[src/hw/rtl/vfvad_pkg.sv]
package vfvad_pkg;

    typedef enum logic [1:0] {
        OP_BYTE = 2'd0,
        OP_PIN  = 2'd1,
        OP_TICK = 2'd2
    } t_op;

    typedef enum logic [2:0] {
        EV_VAD_START = 3'd0,
        EV_VAD_END   = 3'd1,
        EV_WAKEUP    = 3'd2,
        EV_INSTR     = 3'd3,
        EV_WAKE_END  = 3'd4
    } t_event;

    typedef enum logic [1:0] {
        REG_VAD_MAX       = 2'd0,
        REG_VAD_SMOOTH    = 2'd1,
        REG_VAD_AGAIN     = 2'd2,
        REG_FRAME_TIMEOUT = 2'd3
    } t_reg;

    localparam logic [2:0] PH_HUNT  = 3'd0;
    localparam logic [2:0] PH_SYNC  = 3'd1;
    localparam logic [2:0] PH_CMD   = 3'd3;
    localparam logic [2:0] PH_DATA0 = 3'd4;
    localparam logic [2:0] PH_END   = 3'd7;

    localparam logic [7:0] BYTE_SYNC0   = 8'hA5;
    localparam logic [7:0] BYTE_SYNC1   = 8'hFA;
    localparam logic [7:0] BYTE_END     = 8'hFB;
    localparam logic [7:0] CMD_WAKE     = 8'h81;
    localparam logic [7:0] CMD_WAKE_END = 8'h82;
    localparam logic [7:0] DATA_WAKE1   = 8'h01;
    localparam logic [7:0] DATA_WAKE2   = 8'h02;
    localparam logic [7:0] DATA_ZERO    = 8'h00;

    localparam logic [15:0] RST_VAD_MAX       = 16'd5000;
    localparam logic [15:0] RST_VAD_SMOOTH    = 16'd500;
    localparam logic [15:0] RST_VAD_AGAIN     = 16'd640;
    localparam logic [15:0] RST_FRAME_TIMEOUT = 16'd500;

    localparam int QUEUE_DEPTH = 4;

    typedef struct packed {
        logic        pin_now;
        logic        in_voice;
        logic        wake_pending;
        logic        st_on;
        logic [15:0] st_left;
        logic        en_on;
        logic [15:0] en_left;
        logic        ag_on;
        logic [15:0] ag_left;
    } t_vad;

    typedef struct packed {
        t_event     event_res;
        logic [7:0] code;
        logic       last;
    } t_result;

endpackage

[src/hw/rtl/voice_frame_and_vad_event_tracker_unit.sv]
// Voice frame and voice-activity event tracker. Each input word is a serial
// byte, a voice-pin change or a 1 ms tick; bytes are parsed into A5 FA
// frames (wakeup, instruction, wakeup end), pin changes and ticks drive the
// voice start, smoothing and again timers. One input word is taken per
// cycle, its full effect settles in that cycle, and its 0 to 2 result words
// enter a 4-entry result queue that drains one word per cycle of i_ready;
// input ready is high while the queue has at least two free entries.
// Timer and timeout registers are at APB byte addresses 0, 4, 8 and 12.
module voice_frame_and_vad_event_tracker_unit (
    input  logic        i_clk,
    input  logic        i_rst_n,
    input  logic        i_valid,
    output logic        o_ready,
    input  logic [1:0]  i_operation,
    input  logic [7:0]  i_rx_byte,
    input  logic        i_pin_level,
    input  logic        i_wakeup_active,
    output logic        o_valid,
    input  logic        i_ready,
    output logic [2:0]  o_event_res,
    output logic [7:0]  o_instruction_code,
    output logic        o_last,
    input  logic        psel,
    input  logic        penable,
    input  logic        pwrite,
    input  logic [3:0]  paddr,
    input  logic [31:0] pwdata,
    output logic [31:0] prdata,
    output logic        pready
);

    localparam int QD = vfvad_pkg::QUEUE_DEPTH;
    localparam int CW = $clog2(QD + 1);

    logic [15:0] r_vad_max;
    logic [15:0] r_vad_smooth;
    logic [15:0] r_vad_again;
    logic [15:0] r_frame_timeout;

    vfvad_pkg::t_vad r_st;
    vfvad_pkg::t_vad n_st;
    logic [2:0]      r_phase;
    logic [2:0]      n_phase;
    logic [7:0]      r_cmd;
    logic [7:0]      n_cmd;
    logic [7:0]      r_d0;
    logic [7:0]      n_d0;
    logic [15:0]     r_fticks;
    logic [15:0]     n_fticks;

    vfvad_pkg::t_result r_q [QD];
    vfvad_pkg::t_result n_q [QD];
    logic [CW-1:0]      r_cnt;
    logic [CW-1:0]      n_cnt;

    logic               acc;
    logic               pop;
    logic               cfg_wr;
    logic [1:0]         ev_n;
    vfvad_pkg::t_result res0;
    vfvad_pkg::t_result res1;
    logic [2:0]         ev_k0;
    logic [2:0]         ev_k1;
    logic [7:0]         ev_c0;
    logic [7:0]         ev_c1;

    function automatic vfvad_pkg::t_vad pin_logic(vfvad_pkg::t_vad s,
                                                  logic [15:0] mx,
                                                  logic [15:0] sm);
        vfvad_pkg::t_vad r;
        r = s;
        if (r.wake_pending) begin
            r.in_voice     = 1'b0;
            r.wake_pending = 1'b0;
        end
        r.ag_on = 1'b0;
        r.en_on = 1'b0;
        if (!r.in_voice) begin
            r.st_on = 1'b0;
        end
        if (!r.pin_now && !r.in_voice) begin
            r.in_voice = 1'b1;
            r.st_on    = 1'b1;
            r.st_left  = mx;
        end else if (r.pin_now) begin
            r.en_on   = 1'b1;
            r.en_left = sm;
        end
        return r;
    endfunction

    assign o_ready = (r_cnt <= CW'(QD - 2));
    assign acc     = i_valid && o_ready;
    assign o_valid = (r_cnt != '0);
    assign pop     = o_valid && i_ready;
    assign pready  = 1'b1;
    assign cfg_wr  = psel && penable && pwrite;

    assign o_event_res        = r_q[0].event_res;
    assign o_instruction_code = r_q[0].code;
    assign o_last             = r_q[0].last;

    always_comb begin
        case (vfvad_pkg::t_reg'(paddr[3:2]))
            vfvad_pkg::REG_VAD_MAX:       prdata = {16'd0, r_vad_max};
            vfvad_pkg::REG_VAD_SMOOTH:    prdata = {16'd0, r_vad_smooth};
            vfvad_pkg::REG_VAD_AGAIN:     prdata = {16'd0, r_vad_again};
            vfvad_pkg::REG_FRAME_TIMEOUT: prdata = {16'd0, r_frame_timeout};
            default:                      prdata = 32'd0;
        endcase
    end

    always_comb begin
        logic fs;
        logic fe;
        logic fa;
        logic vs;
        n_st     = r_st;
        n_phase  = r_phase;
        n_cmd    = r_cmd;
        n_d0     = r_d0;
        n_fticks = r_fticks;
        ev_n     = 2'd0;
        ev_k0    = vfvad_pkg::EV_VAD_START;
        ev_k1    = vfvad_pkg::EV_VAD_START;
        ev_c0    = 8'd0;
        ev_c1    = 8'd0;
        fs       = 1'b0;
        fe       = 1'b0;
        fa       = 1'b0;
        vs       = 1'b0;
        if (acc) begin
            case (vfvad_pkg::t_op'(i_operation))
                vfvad_pkg::OP_BYTE: begin
                    case (r_phase)
                        vfvad_pkg::PH_HUNT: begin
                            if (i_rx_byte == vfvad_pkg::BYTE_SYNC0) begin
                                n_phase = vfvad_pkg::PH_SYNC;
                            end
                        end
                        vfvad_pkg::PH_SYNC: begin
                            if (i_rx_byte == vfvad_pkg::BYTE_SYNC1) begin
                                n_phase  = r_phase + 3'd1;
                                n_fticks = 16'd0;
                            end else begin
                                n_phase = vfvad_pkg::PH_HUNT;
                            end
                        end
                        vfvad_pkg::PH_CMD: begin
                            n_cmd   = i_rx_byte;
                            n_phase = vfvad_pkg::PH_DATA0;
                        end
                        vfvad_pkg::PH_DATA0: begin
                            n_d0    = i_rx_byte;
                            n_phase = r_phase + 3'd1;
                        end
                        vfvad_pkg::PH_END: begin
                            n_phase = vfvad_pkg::PH_HUNT;
                            if (i_rx_byte == vfvad_pkg::BYTE_END) begin
                                if (r_cmd == vfvad_pkg::CMD_WAKE) begin
                                    ev_n = 2'd1;
                                    if (r_d0 == vfvad_pkg::DATA_WAKE1 ||
                                        r_d0 == vfvad_pkg::DATA_WAKE2) begin
                                        ev_k0             = vfvad_pkg::EV_WAKEUP;
                                        n_st.wake_pending = 1'b1;
                                    end else begin
                                        ev_k0 = vfvad_pkg::EV_INSTR;
                                        ev_c0 = r_d0;
                                    end
                                end else if (r_cmd == vfvad_pkg::CMD_WAKE_END &&
                                             r_d0 == vfvad_pkg::DATA_ZERO) begin
                                    ev_n  = 2'd1;
                                    ev_k0 = vfvad_pkg::EV_WAKE_END;
                                end
                            end
                        end
                        default: begin
                            n_phase = r_phase + 3'd1;
                        end
                    endcase
                end
                vfvad_pkg::OP_PIN: begin
                    n_st.pin_now = i_pin_level;
                    vs = r_st.in_voice && !r_st.wake_pending;
                    if (!i_pin_level && !vs) begin
                        ev_n  = 2'd1;
                        ev_k0 = vfvad_pkg::EV_VAD_START;
                    end
                    n_st = pin_logic(n_st, r_vad_max, r_vad_smooth);
                end
                vfvad_pkg::OP_TICK: begin
                    fs = r_st.st_on && (r_st.st_left <= 16'd1);
                    fe = r_st.en_on && (r_st.en_left <= 16'd1);
                    fa = r_st.ag_on && (r_st.ag_left <= 16'd1);
                    if (r_st.st_on) begin
                        n_st.st_left = fs ? 16'd0 : r_st.st_left - 16'd1;
                    end
                    if (r_st.en_on) begin
                        n_st.en_left = fe ? 16'd0 : r_st.en_left - 16'd1;
                    end
                    if (r_st.ag_on) begin
                        n_st.ag_left = fa ? 16'd0 : r_st.ag_left - 16'd1;
                    end
                    if (r_phase > vfvad_pkg::PH_SYNC) begin
                        if (r_fticks != 16'hFFFF) begin
                            n_fticks = r_fticks + 16'd1;
                        end
                        if (n_fticks >= r_frame_timeout) begin
                            n_phase = vfvad_pkg::PH_HUNT;
                        end
                    end
                    if (fs && n_st.st_on) begin
                        n_st.st_on    = 1'b0;
                        n_st.in_voice = 1'b0;
                        ev_k0         = vfvad_pkg::EV_VAD_END;
                        ev_n          = 2'd1;
                        if (i_wakeup_active) begin
                            n_st.ag_on   = 1'b1;
                            n_st.ag_left = r_vad_again;
                        end
                    end
                    if (fe && n_st.en_on) begin
                        n_st.en_on    = 1'b0;
                        n_st.in_voice = 1'b0;
                        n_st.st_on    = 1'b0;
                        if (ev_n == 2'd0) begin
                            ev_k0 = vfvad_pkg::EV_VAD_END;
                        end else begin
                            ev_k1 = vfvad_pkg::EV_VAD_END;
                        end
                        ev_n = ev_n + 2'd1;
                    end
                    if (fa && n_st.ag_on) begin
                        n_st.ag_on        = 1'b0;
                        n_st.wake_pending = 1'b1;
                        if (!n_st.pin_now) begin
                            if (ev_n == 2'd0) begin
                                ev_k0 = vfvad_pkg::EV_VAD_START;
                                ev_n  = 2'd1;
                            end else if (ev_n == 2'd1) begin
                                ev_k1 = vfvad_pkg::EV_VAD_START;
                                ev_n  = 2'd2;
                            end
                        end
                        n_st = pin_logic(n_st, r_vad_max, r_vad_smooth);
                    end
                end
                default: begin
                    n_st = r_st;
                end
            endcase
        end
    end

    always_comb begin
        res0.event_res = vfvad_pkg::t_event'(ev_k0);
        res0.code      = ev_c0;
        res0.last      = (ev_n == 2'd1);
        res1.event_res = vfvad_pkg::t_event'(ev_k1);
        res1.code      = ev_c1;
        res1.last      = 1'b1;
    end

    always_comb begin
        logic [CW-1:0] base;
        n_q  = r_q;
        base = r_cnt;
        if (pop) begin
            for (int i = 0; i < QD - 1; i++) begin
                n_q[i] = r_q[i + 1];
            end
            base = r_cnt - CW'(1);
        end
        for (int i = 0; i < QD; i++) begin
            if (acc && ev_n != 2'd0 && CW'(i) == base) begin
                n_q[i] = res0;
            end
            if (acc && ev_n == 2'd2 && CW'(i) == base + CW'(1)) begin
                n_q[i] = res1;
            end
        end
        n_cnt = base + (acc ? CW'(ev_n) : CW'(0));
    end

    always_ff @(posedge i_clk) begin
        n_q_copy : for (int i = 0; i < QD; i++) begin
            r_q[i] <= n_q[i];
        end
        r_cmd <= n_cmd;
        r_d0  <= n_d0;
        if (!i_rst_n) begin
            r_cnt           <= '0;
            r_st            <= vfvad_pkg::t_vad'{pin_now: 1'b1, default: '0};
            r_phase         <= vfvad_pkg::PH_HUNT;
            r_fticks        <= 16'd0;
            r_vad_max       <= vfvad_pkg::RST_VAD_MAX;
            r_vad_smooth    <= vfvad_pkg::RST_VAD_SMOOTH;
            r_vad_again     <= vfvad_pkg::RST_VAD_AGAIN;
            r_frame_timeout <= vfvad_pkg::RST_FRAME_TIMEOUT;
        end else begin
            r_cnt    <= n_cnt;
            r_st     <= n_st;
            r_phase  <= n_phase;
            r_fticks <= n_fticks;
            if (cfg_wr) begin
                case (vfvad_pkg::t_reg'(paddr[3:2]))
                    vfvad_pkg::REG_VAD_MAX:       r_vad_max       <= pwdata[15:0];
                    vfvad_pkg::REG_VAD_SMOOTH:    r_vad_smooth    <= pwdata[15:0];
                    vfvad_pkg::REG_VAD_AGAIN:     r_vad_again     <= pwdata[15:0];
                    vfvad_pkg::REG_FRAME_TIMEOUT: r_frame_timeout <= pwdata[15:0];
                    default:                      r_vad_max       <= r_vad_max;
                endcase
            end
        end
    end

endmodule

[config.mk]
export PLATFORM = sky130hd
export DESIGN_NAME = voice_frame_and_vad_event_tracker_unit
export DESIGN_NICKNAME = d
export VERILOG_FILES = /design/src/hw/rtl/vfvad_pkg.sv /design/src/hw/rtl/voice_frame_and_vad_event_tracker_unit.sv
export SDC_FILE = /design/constraint.sdc
export NUM_CORES = 1
export LEC_CHECK = 0
export BUFFER_PORTS_ARGS = -buffer_cell sky130_fd_sc_hd__buf_2
export CAP_MARGIN = 20
export CORE_MARGIN = 4
export CORE_UTILIZATION = 45
export DETAILED_ROUTE_END_ITERATION = 10
export SLEW_MARGIN = 20
export SYNTH_ARGS = -nofsm -noshare
export SYNTH_HDL_FRONTEND = slang
export SYNTH_SLANG_ARGS = --single-unit
[constraint.sdc]
create_clock -name i_clk -period 4.1 [get_ports i_clk]
set_input_delay 0.615 -clock i_clk [delete_from_list [all_inputs] [get_ports i_clk]]
set_output_delay 0.615 -clock i_clk [all_outputs]
set_load 0.01 [all_outputs]
## After elaboration in Yosys (flattened, before gate mapping)

Index checks and enable logic that the tools add are counted.

| word-level totals | value |
|---|---|
| logic and storage cells | 267 |
| flip-flop bits (word level) | 204 |

| operators by class | value |
|---|---|
| bitwise gates (word level) | 2 |
| eq/ne operators | 42 |
| order comparisons | 6 |
| multiplexer cells | 109 |
| reductions and logical operators | 69 |
| $add $sub $neg | 9 |

Operator list:

| cell | count |
|---|---|
| 16-bit 2-to-1 mux | 13 |
| 17-bit 2-to-1 mux | 10 |
| 32-bit case mux with 4 select lines | 1 |
| 51-bit case mux with 2 select lines | 1 |
| 12-bit 2-to-1 mux | 8 |
| 3-bit 2-to-1 mux | 21 |
| 53-bit 2-to-1 mux | 1 |
| 16-bit by 1-bit <= comparator with 1-bit output, second input constant | 3 |
| 8-bit 2-to-1 mux | 6 |
| 16-bit by 1-bit subtractor with 16-bit output, second input constant | 3 |
| 8-bit equality test, second input constant | 5 |
| 36-bit 2-to-1 mux | 1 |
| 2-bit 2-to-1 mux | 17 |
| 16-bit case mux with 2 select lines | 1 |
| 1-bit logical AND | 25 |
| 3-bit AND reduction | 8 |
| 1-bit 2-to-1 mux | 23 |
| 2-bit != test, second input constant | 10 |
| 16-bit by 1-bit adder with 16-bit output, second input constant | 1 |
| 16-bit greater-or-equal comparator | 1 |
| 16-bit != test, second input constant | 1 |
| 3-bit nonzero test | 5 |
| 2-bit nonzero test | 7 |
| 2-bit by 3-bit equality test with 1-bit output, first input constant | 4 |
| 32 further kinds | 61 |

## Depth between registers and ports, before layout

| logic depth | value |
|---|---|
| word-level depth | 22 |
| gate-level depth with buffers | 13 |
| mapped depth without buffers | 13 |

## Worst setup path after synthesis

No wires, ideal clock.

| path | value |
|---|---|
| path type | register -> register |
| start point | register r_st[38] in the netlist's numbering |
| end point | register r_q, in the netlist o_event_res[0] (data pin) |
| clock period less this slack | 3.416 ns |
| cell stages (with the launch flop) | 12 |
| buffers on the path | 1 |
| required time | 3.839 ns |
| data arrival time | 3.155 ns |
| path slack | 0.684 ns |
| cell sequence | dfxtp_1 or4_4 or3b_4 nor3_4 inv_2 ha_1 o211a_1 a211o_1 o21bai_1 buf_2 mux2i_1 mux2i_1 |

RTL lines:

| item | RTL line | RTL |
|---|---|---|
| start, declared | voice_frame_and_vad_event_tracker_unit.sv:40 | `vfvad_pkg::t_vad r_st;` |
| start signal, assigned | voice_frame_and_vad_event_tracker_unit.sv:293 | `r_st <= vfvad_pkg::t_vad'{pin_now: 1'b1, default: '0};` |
| start signal, assigned | voice_frame_and_vad_event_tracker_unit.sv:302 | `r_st <= n_st;` |
| end signal, assigned by index | voice_frame_and_vad_event_tracker_unit.sv:287 | `r_q[i] <= n_q[i];` |
| end, declared | voice_frame_and_vad_event_tracker_unit.sv:51 | `vfvad_pkg::t_result r_q [QD];` |

## Worst setup path in the final report

| path | value |
|---|---|
| start point | register r_st[38] in the netlist's numbering |
| end point | register r_q[33] in the netlist's numbering, enable pin |

| between the ends | value |
|---|---|
| longest elaborated chain between the ends | 21 |

RTL lines:

| item | RTL line | RTL |
|---|---|---|
| 16-bit by 1-bit <= comparator with 1-bit output * | voice_frame_and_vad_event_tracker_unit.sv:192 | `fs = r_st.st_on && (r_st.st_left <= 16'd1);` |
| 1-bit logical AND * | voice_frame_and_vad_event_tracker_unit.sv:192 |  |
| 1-bit logical AND * | voice_frame_and_vad_event_tracker_unit.sv:212 | `if (fs && n_st.st_on) begin` |
| 1-bit 2-to-1 mux | voice_frame_and_vad_event_tracker_unit.sv:212 |  |
| 2-bit 2-to-1 mux | voice_frame_and_vad_event_tracker_unit.sv:133 | `case (vfvad_pkg::t_op'(i_operation))` |
| 2-bit 2-to-1 mux | voice_frame_and_vad_event_tracker_unit.sv:132 | `if (acc) begin` |
| 2-bit by 1-bit adder with 2-bit output | voice_frame_and_vad_event_tracker_unit.sv:231 | `ev_n = ev_n + 2'd1;` |
| 2-bit 2-to-1 mux | voice_frame_and_vad_event_tracker_unit.sv:222 | `if (fe && n_st.en_on) begin` |
| [... 4 more ...] | -- |  |
| 2-bit 2-to-1 mux | voice_frame_and_vad_event_tracker_unit.sv:237 | `if (ev_n == 2'd0) begin` |
| 2-bit 2-to-1 mux | voice_frame_and_vad_event_tracker_unit.sv:236 | `if (!n_st.pin_now) begin` |
| 2-bit 2-to-1 mux * | voice_frame_and_vad_event_tracker_unit.sv:233 | `if (fa && n_st.ag_on) begin` |
| 2-bit case mux with 3 select lines * | voice_frame_and_vad_event_tracker_unit.sv:133 |  |
| 2-bit 2-to-1 mux * | voice_frame_and_vad_event_tracker_unit.sv:132 |  |
| 2-bit equality test / 2-bit nonzero test (equally long branches) | voice_frame_and_vad_event_tracker_unit.sv:278, voice_frame_and_vad_event_tracker_unit.sv:275 |  |
| 1-bit logical AND, on equally long branches (2 in a row) | voice_frame_and_vad_event_tracker_unit.sv:278, voice_frame_and_vad_event_tracker_unit.sv:275 |  |
| 3-bit nonzero test (no source line) * | -- |  |

Every way passes the cells marked *; elsewhere a longest branch is shown, timed or not. The select of a mux whose other input is x is not followed.
A chain may end at the register's enable or synchronous reset.

==> metrics.txt <==
# TYPE chip_impl_metric gauge
chip_impl_metric{name="setup_tns",unit="ns"} 0
chip_impl_metric{name="drtIter0Drc",unit=""} 629
chip_impl_metric{name="timing.final.crit_period",unit="ns"} 3.72
chip_impl_metric{name="dp.cells",unit=""} 1673
chip_impl_metric{name="cts_buffer_depth",unit=""} 3
chip_impl_metric{name="avgRoutedWirePerCell",unit="um"} 18.2
chip_impl_metric{name="vias_in_the_first_global_route",unit=""} 9205
chip_impl_metric{name="port_buffer_count",unit=""} 66
chip_impl_metric{name="finalClockSkew",unit="ns"} 0.0236
chip_impl_metric{name="cts-buffers-inserted",unit=""} 25
chip_impl_info{name="status",value="finished, final reports clean"} 1
chip_impl_metric{name="arrival",unit="ns"} 3.95
chip_impl_info{name="critical_path.startpoint_type",value="register"} 1
chip_impl_metric{name="starting_utilization_of_the_core_area",unit="%"} 45.6
chip_impl_metric{name="timing.critical_path.fanout_max",unit=""} 13
chip_impl_metric{name="antenna_cells_inserted",unit=""} 0
chip_impl_metric{name="gp_congestion",unit=""} 0.846
chip_impl_metric{name="cp_num_buf_inv",unit=""} 1
chip_impl_metric{name="report.final.setup_viol",unit=""} 0
chip_impl_info{name="cts_root_buf",value="sky130_fd_sc_hd__clkbuf_16"} 1
chip_impl_metric{name="max_cap_violations",unit=""} 0
chip_impl_metric{name="initial_antenna_violation_count",unit=""} 0
chip_impl_metric{name="num_rows",unit=""} 58
chip_impl_metric{name="numClockSinks",unit=""} 204
chip_impl_metric{name="power_leakage",unit="uW"} 0.00503
chip_impl_metric{name="maxClockFrequency",unit="MHz"} 269
chip_impl_info{name="tritoncts",value="done"} 1
chip_impl_metric{name="vias",unit=""} 9697
chip_impl_metric{name="synth_cell_type_count",unit=""} 88
chip_impl_metric{name="wire_length_of_the_first_global_routing_pass",unit="um"} 50300
chip_impl_metric{name="cts.reportedPaths.clkPinSlew",unit="ns"} 0.06
chip_impl_metric{name="top_level_ports",unit=""} 102
chip_impl_metric{name="global_routing_usage_summed_across_all_routing_layers",unit="%"} 21.7
chip_impl_metric{name="report.final.slew_viol_count",unit=""} 0
chip_impl_metric{name="slowest_delay",unit="ns"} 0.59
chip_impl_info{name="grt_setup_unrepaired",value="false"} 1
chip_impl_metric{name="detailedPlacementHpwl",unit="um"} 22300
chip_impl_metric{name="fraction_of_registers_with_async_set_reset",unit="%"} 0
chip_impl_metric{name="setup_buffers_after_cts",unit=""} 0
chip_impl_metric{name="synth-seq-cells",unit=""} 204
chip_impl_metric{name="synth.yosys.seq_area_share",unit="%"} 38.1
chip_impl_metric{name="cell_count_after_synthesis",unit=""} 1340
chip_impl_info{name="crit_path_top_delay_cell",value="sky130_fd_sc_hd__or4_4"} 1
chip_impl_metric{name="drtPass1Iterations",unit=""} 5
chip_impl_metric{name="routed_wl",unit="um"} 31400
chip_impl_metric{name="clock_latency",unit="ns"} 0.53
chip_impl_metric{name="grt_overflow",unit=""} 0
chip_impl_info{name="end_kind",value="register"} 1
chip_impl_metric{name="drive_gt1_share",unit="%"} 14.2
chip_impl_metric{name="synthesis.yosys.warnings",unit=""} 0
chip_impl_metric{name="worstMarginPinSlew",unit="ns"} 1.01
chip_impl_metric{name="core_area",unit="um2"} 25100
chip_impl_metric{name="fp.dieArea",unit="um2"} 28100
chip_impl_metric{name="detail_route_antenna_nets",unit=""} 0
chip_impl_metric{name="grt_start_max_net_pins",unit=""} 57
chip_impl_metric{name="layout-area-overhead-vs-synth",unit="%"} 11.0
chip_impl_metric{name="dieHeight",unit="um"} 168
chip_impl_metric{name="post_cts_resize_count",unit=""} 0
chip_impl_metric{name="period_utilization_post_route",unit="%"} 90.7
chip_impl_metric{name="timing.final.hold_violations",unit=""} 0
chip_impl_metric{name="design.final.nets",unit=""} 1468
chip_impl_metric{name="die_width",unit="um"} 168
chip_impl_metric{name="non_filler_instances",unit=""} 1719
chip_impl_metric{name="p_per_area",unit="nW/um2"} 454
chip_impl_info{name="critPathTopFamily",value="simple AND/OR/NAND/NOR gates"} 1
chip_impl_metric{name="drt-vias-per-instance",unit=""} 5.64
chip_impl_info{name="critical_path.cell_chain",value="or4_4 > or3b_4 > nor3_4 > inv_2 > ha_1 > nor4_1 > o21a_1 > and3_1 > and3_4 > or3b_1"} 1
chip_impl_metric{name="clock_tree.htree_level_count",unit=""} 1
chip_impl_metric{name="drc_violations_left",unit=""} 0
chip_impl_info{name="critical_path_class",value="reg2reg"} 1
chip_impl_info{name="synth_flop_cell",value="sky130_fd_sc_hd__dfxtp_1"} 1
chip_impl_metric{name="syn_area_per_cell",unit="um2"} 8.55
chip_impl_metric{name="vdd_drop_max",unit="mV"} 0.352
chip_impl_metric{name="worstPathRequired",unit="ns"} 4.33
chip_impl_metric{name="synth.cell_area",unit="um2"} 11500
chip_impl_metric{name="synth_edf_count",unit=""} 28
chip_impl_metric{name="fillers",unit=""} 2471
chip_impl_metric{name="cts_hold_buffers",unit=""} 0
chip_impl_metric{name="slew-limit-headroom",unit="%"} 32.1
chip_impl_info{name="hold_path.class",value="in2reg"} 1
-- area by class of cell --
cell class	instances	area [um2]	share of cell area, %
flip-flops and latches	204	4360	34.3
inverters	45	170	1.34
repair buffers	85	473	3.72
clock inverters	14	169	1.33
multi-input cells	1009	6450	50.8
clock buffers	32	672	5.28
well taps	330	413	3.25
-- metrics by stage --
step / setup slack, ns / total power (uW) / utilization [%] / area, um2 / hold slack (ns)
2_1_floorplan: 0.684 / 3280 / - / 11500 / 0.429
3_3_place_gp: 0.471 / 3520 / 47.3 / 11900 / 0.440
5_1_grt: 0.106 / 6060 / 50.6 / 12700 / 0.298
4_1_cts: 0.423 / 5810 / 50.6 / 12700 / 0.296
3_5_place_dp: 0.431 / 3550 / 47.3 / 11900 / 0.447
6_report: 0.383 / 5770 / 50.6 / 12700 / 0.314
-- final timing paths --
check,slack (ns),depth (start not counted),endpoint,startpoint
max,0.38,10,r_q[33]$_DFFE_PP_,r_st[38]$_SDFFE_PN0P_
min,0.31,1,r_d0[5]$_DFFE_PP_,i_rx_byte[5]
max reg2reg,0.38,10,r_q[33]$_DFFE_PP_,r_st[38]$_SDFFE_PN0P_
min reg2reg,0.45,2,r_q[4]$_SDFFE_PP0P_,r_q[4]$_SDFFE_PP0P_
-- state kept, by name, indices dropped and copies added, names as in the netlist, 8 cells and up --
name and flops:
r_cmd 8, r_vad_max 16, r_vad_again 16, r_st 54, r_vad_smooth 16, r_frame_timeout 16
r_fticks 16, r_q 36, o_instruction_code 8, r_d0 8
-- layer usage --
metal / global-route usage (%) / wire, um / up-vias / part of all wire, %
met2: 34.8 / 14400 / 213 / 46
met1: 30.1 / 14200 / 4606 / 45
met3: 4.46 / 1910 / 42 / 6.1
li1: - / - / 4836 / -
met4: 5.68 / 784 / 0 / 2.5
met5: 0 / 0 / - / 0
-- power breakdown --
part | internal [uW] | switching, uW
clock network | 1400 | 855
registers | 2210 | 114
logic | 478 | 706
total | 4090 | 1680
-- kinds of logic (layout without fill, tap and decap cells) --
family / Yosys count / in the layout / share of synthesized area, %
compound gates: 301 / 301 / 17.2
xor+xnor: 35 / 35 / 2.68
fa+ha+maj: 43 / 43 / 4.76
buf+inv: 142 / 176 / 6.04
flops: 204 / 204 / 38.1
mux: 68 / 68 / 7.82
other cells: 2 / 17 / 0.0656
simple gates: 545 / 545 / 23.3
-- cell usage after synthesis (6+ instances only) --
master / n / share of area [%]
sky130_fd_sc_hd__nor4_1: 12 / 0.66
sky130_fd_sc_hd__a21oi_1: 113 / 4.9
sky130_fd_sc_hd__dfxtp_1: 176 / 31
sky130_fd_sc_hd__and2_1: 18 / 0.98
sky130_fd_sc_hd__xnor2_1: 17 / 1.3
sky130_fd_sc_hd__buf_2: 13 / 0.57
sky130_fd_sc_hd__a211oi_1: 28 / 1.8
sky130_fd_sc_hd__or3_1: 9 / 0.49
sky130_fd_sc_hd__a221oi_1: 7 / 0.54
sky130_fd_sc_hd__nand2b_1: 10 / 0.55
sky130_fd_sc_hd__and3_1: 13 / 0.71
sky130_fd_sc_hd__o211ai_1: 9 / 0.59
sky130_fd_sc_hd__nor3_1: 31 / 1.4
sky130_fd_sc_hd__o21ai_0: 47 / 2.1
sky130_fd_sc_hd__xor2_1: 18 / 1.4
sky130_fd_sc_hd__nand4_1: 12 / 0.66
sky130_fd_sc_hd__clkbuf_1: 42 / 1.4
sky130_fd_sc_hd__mux2i_1: 40 / 3.5
sky130_fd_sc_hd__and4_1: 6 / 0.46
sky130_fd_sc_hd__nor2_1: 109 / 3.6
sky130_fd_sc_hd__or2_2: 12 / 0.66
sky130_fd_sc_hd__buf_4: 32 / 2.1
sky130_fd_sc_hd__a21o_1: 12 / 0.79
sky130_fd_sc_hd__or4_1: 10 / 0.66
sky130_fd_sc_hd__buf_1: 7 / 0.23
sky130_fd_sc_hd__mux4_2: 16 / 3.1
sky130_fd_sc_hd__nand2_1: 213 / 7.0
sky130_fd_sc_hd__ha_1: 42 / 4.6
sky130_fd_sc_hd__edfxtp_1: 28 / 7.3
sky130_fd_sc_hd__nand3_1: 46 / 2.0
sky130_fd_sc_hd__a22oi_1: 17 / 1.1
sky130_fd_sc_hd__mux2_2: 12 / 1.2
sky130_fd_sc_hd__nor2b_1: 7 / 0.38
sky130_fd_sc_hd__inv_1: 42 / 1.4
-- cell usage in the layout, fill, tap and decap left out, drive strengths merged, types with 16 or more instances in the layout --
cell type  synthesis  routed
nor3              32      32
nor2             110     110
a22oi             18      18
clkbuf            42      32
inv               43      45
a211oi            28      28
and2              18      18
dfxtp            176     176
o21ai             50      50
nor4              16      16
xor2              18      18
mux2i             40      40
conb               2      17
nand3             47      47
nand2            215     215
edfxtp            28      28
ha                42      42
buf               55      85
mux4              16      16
xnor2             17      17
a21oi            118     118
Note: power is estimated with default switching activity, not from simulation.
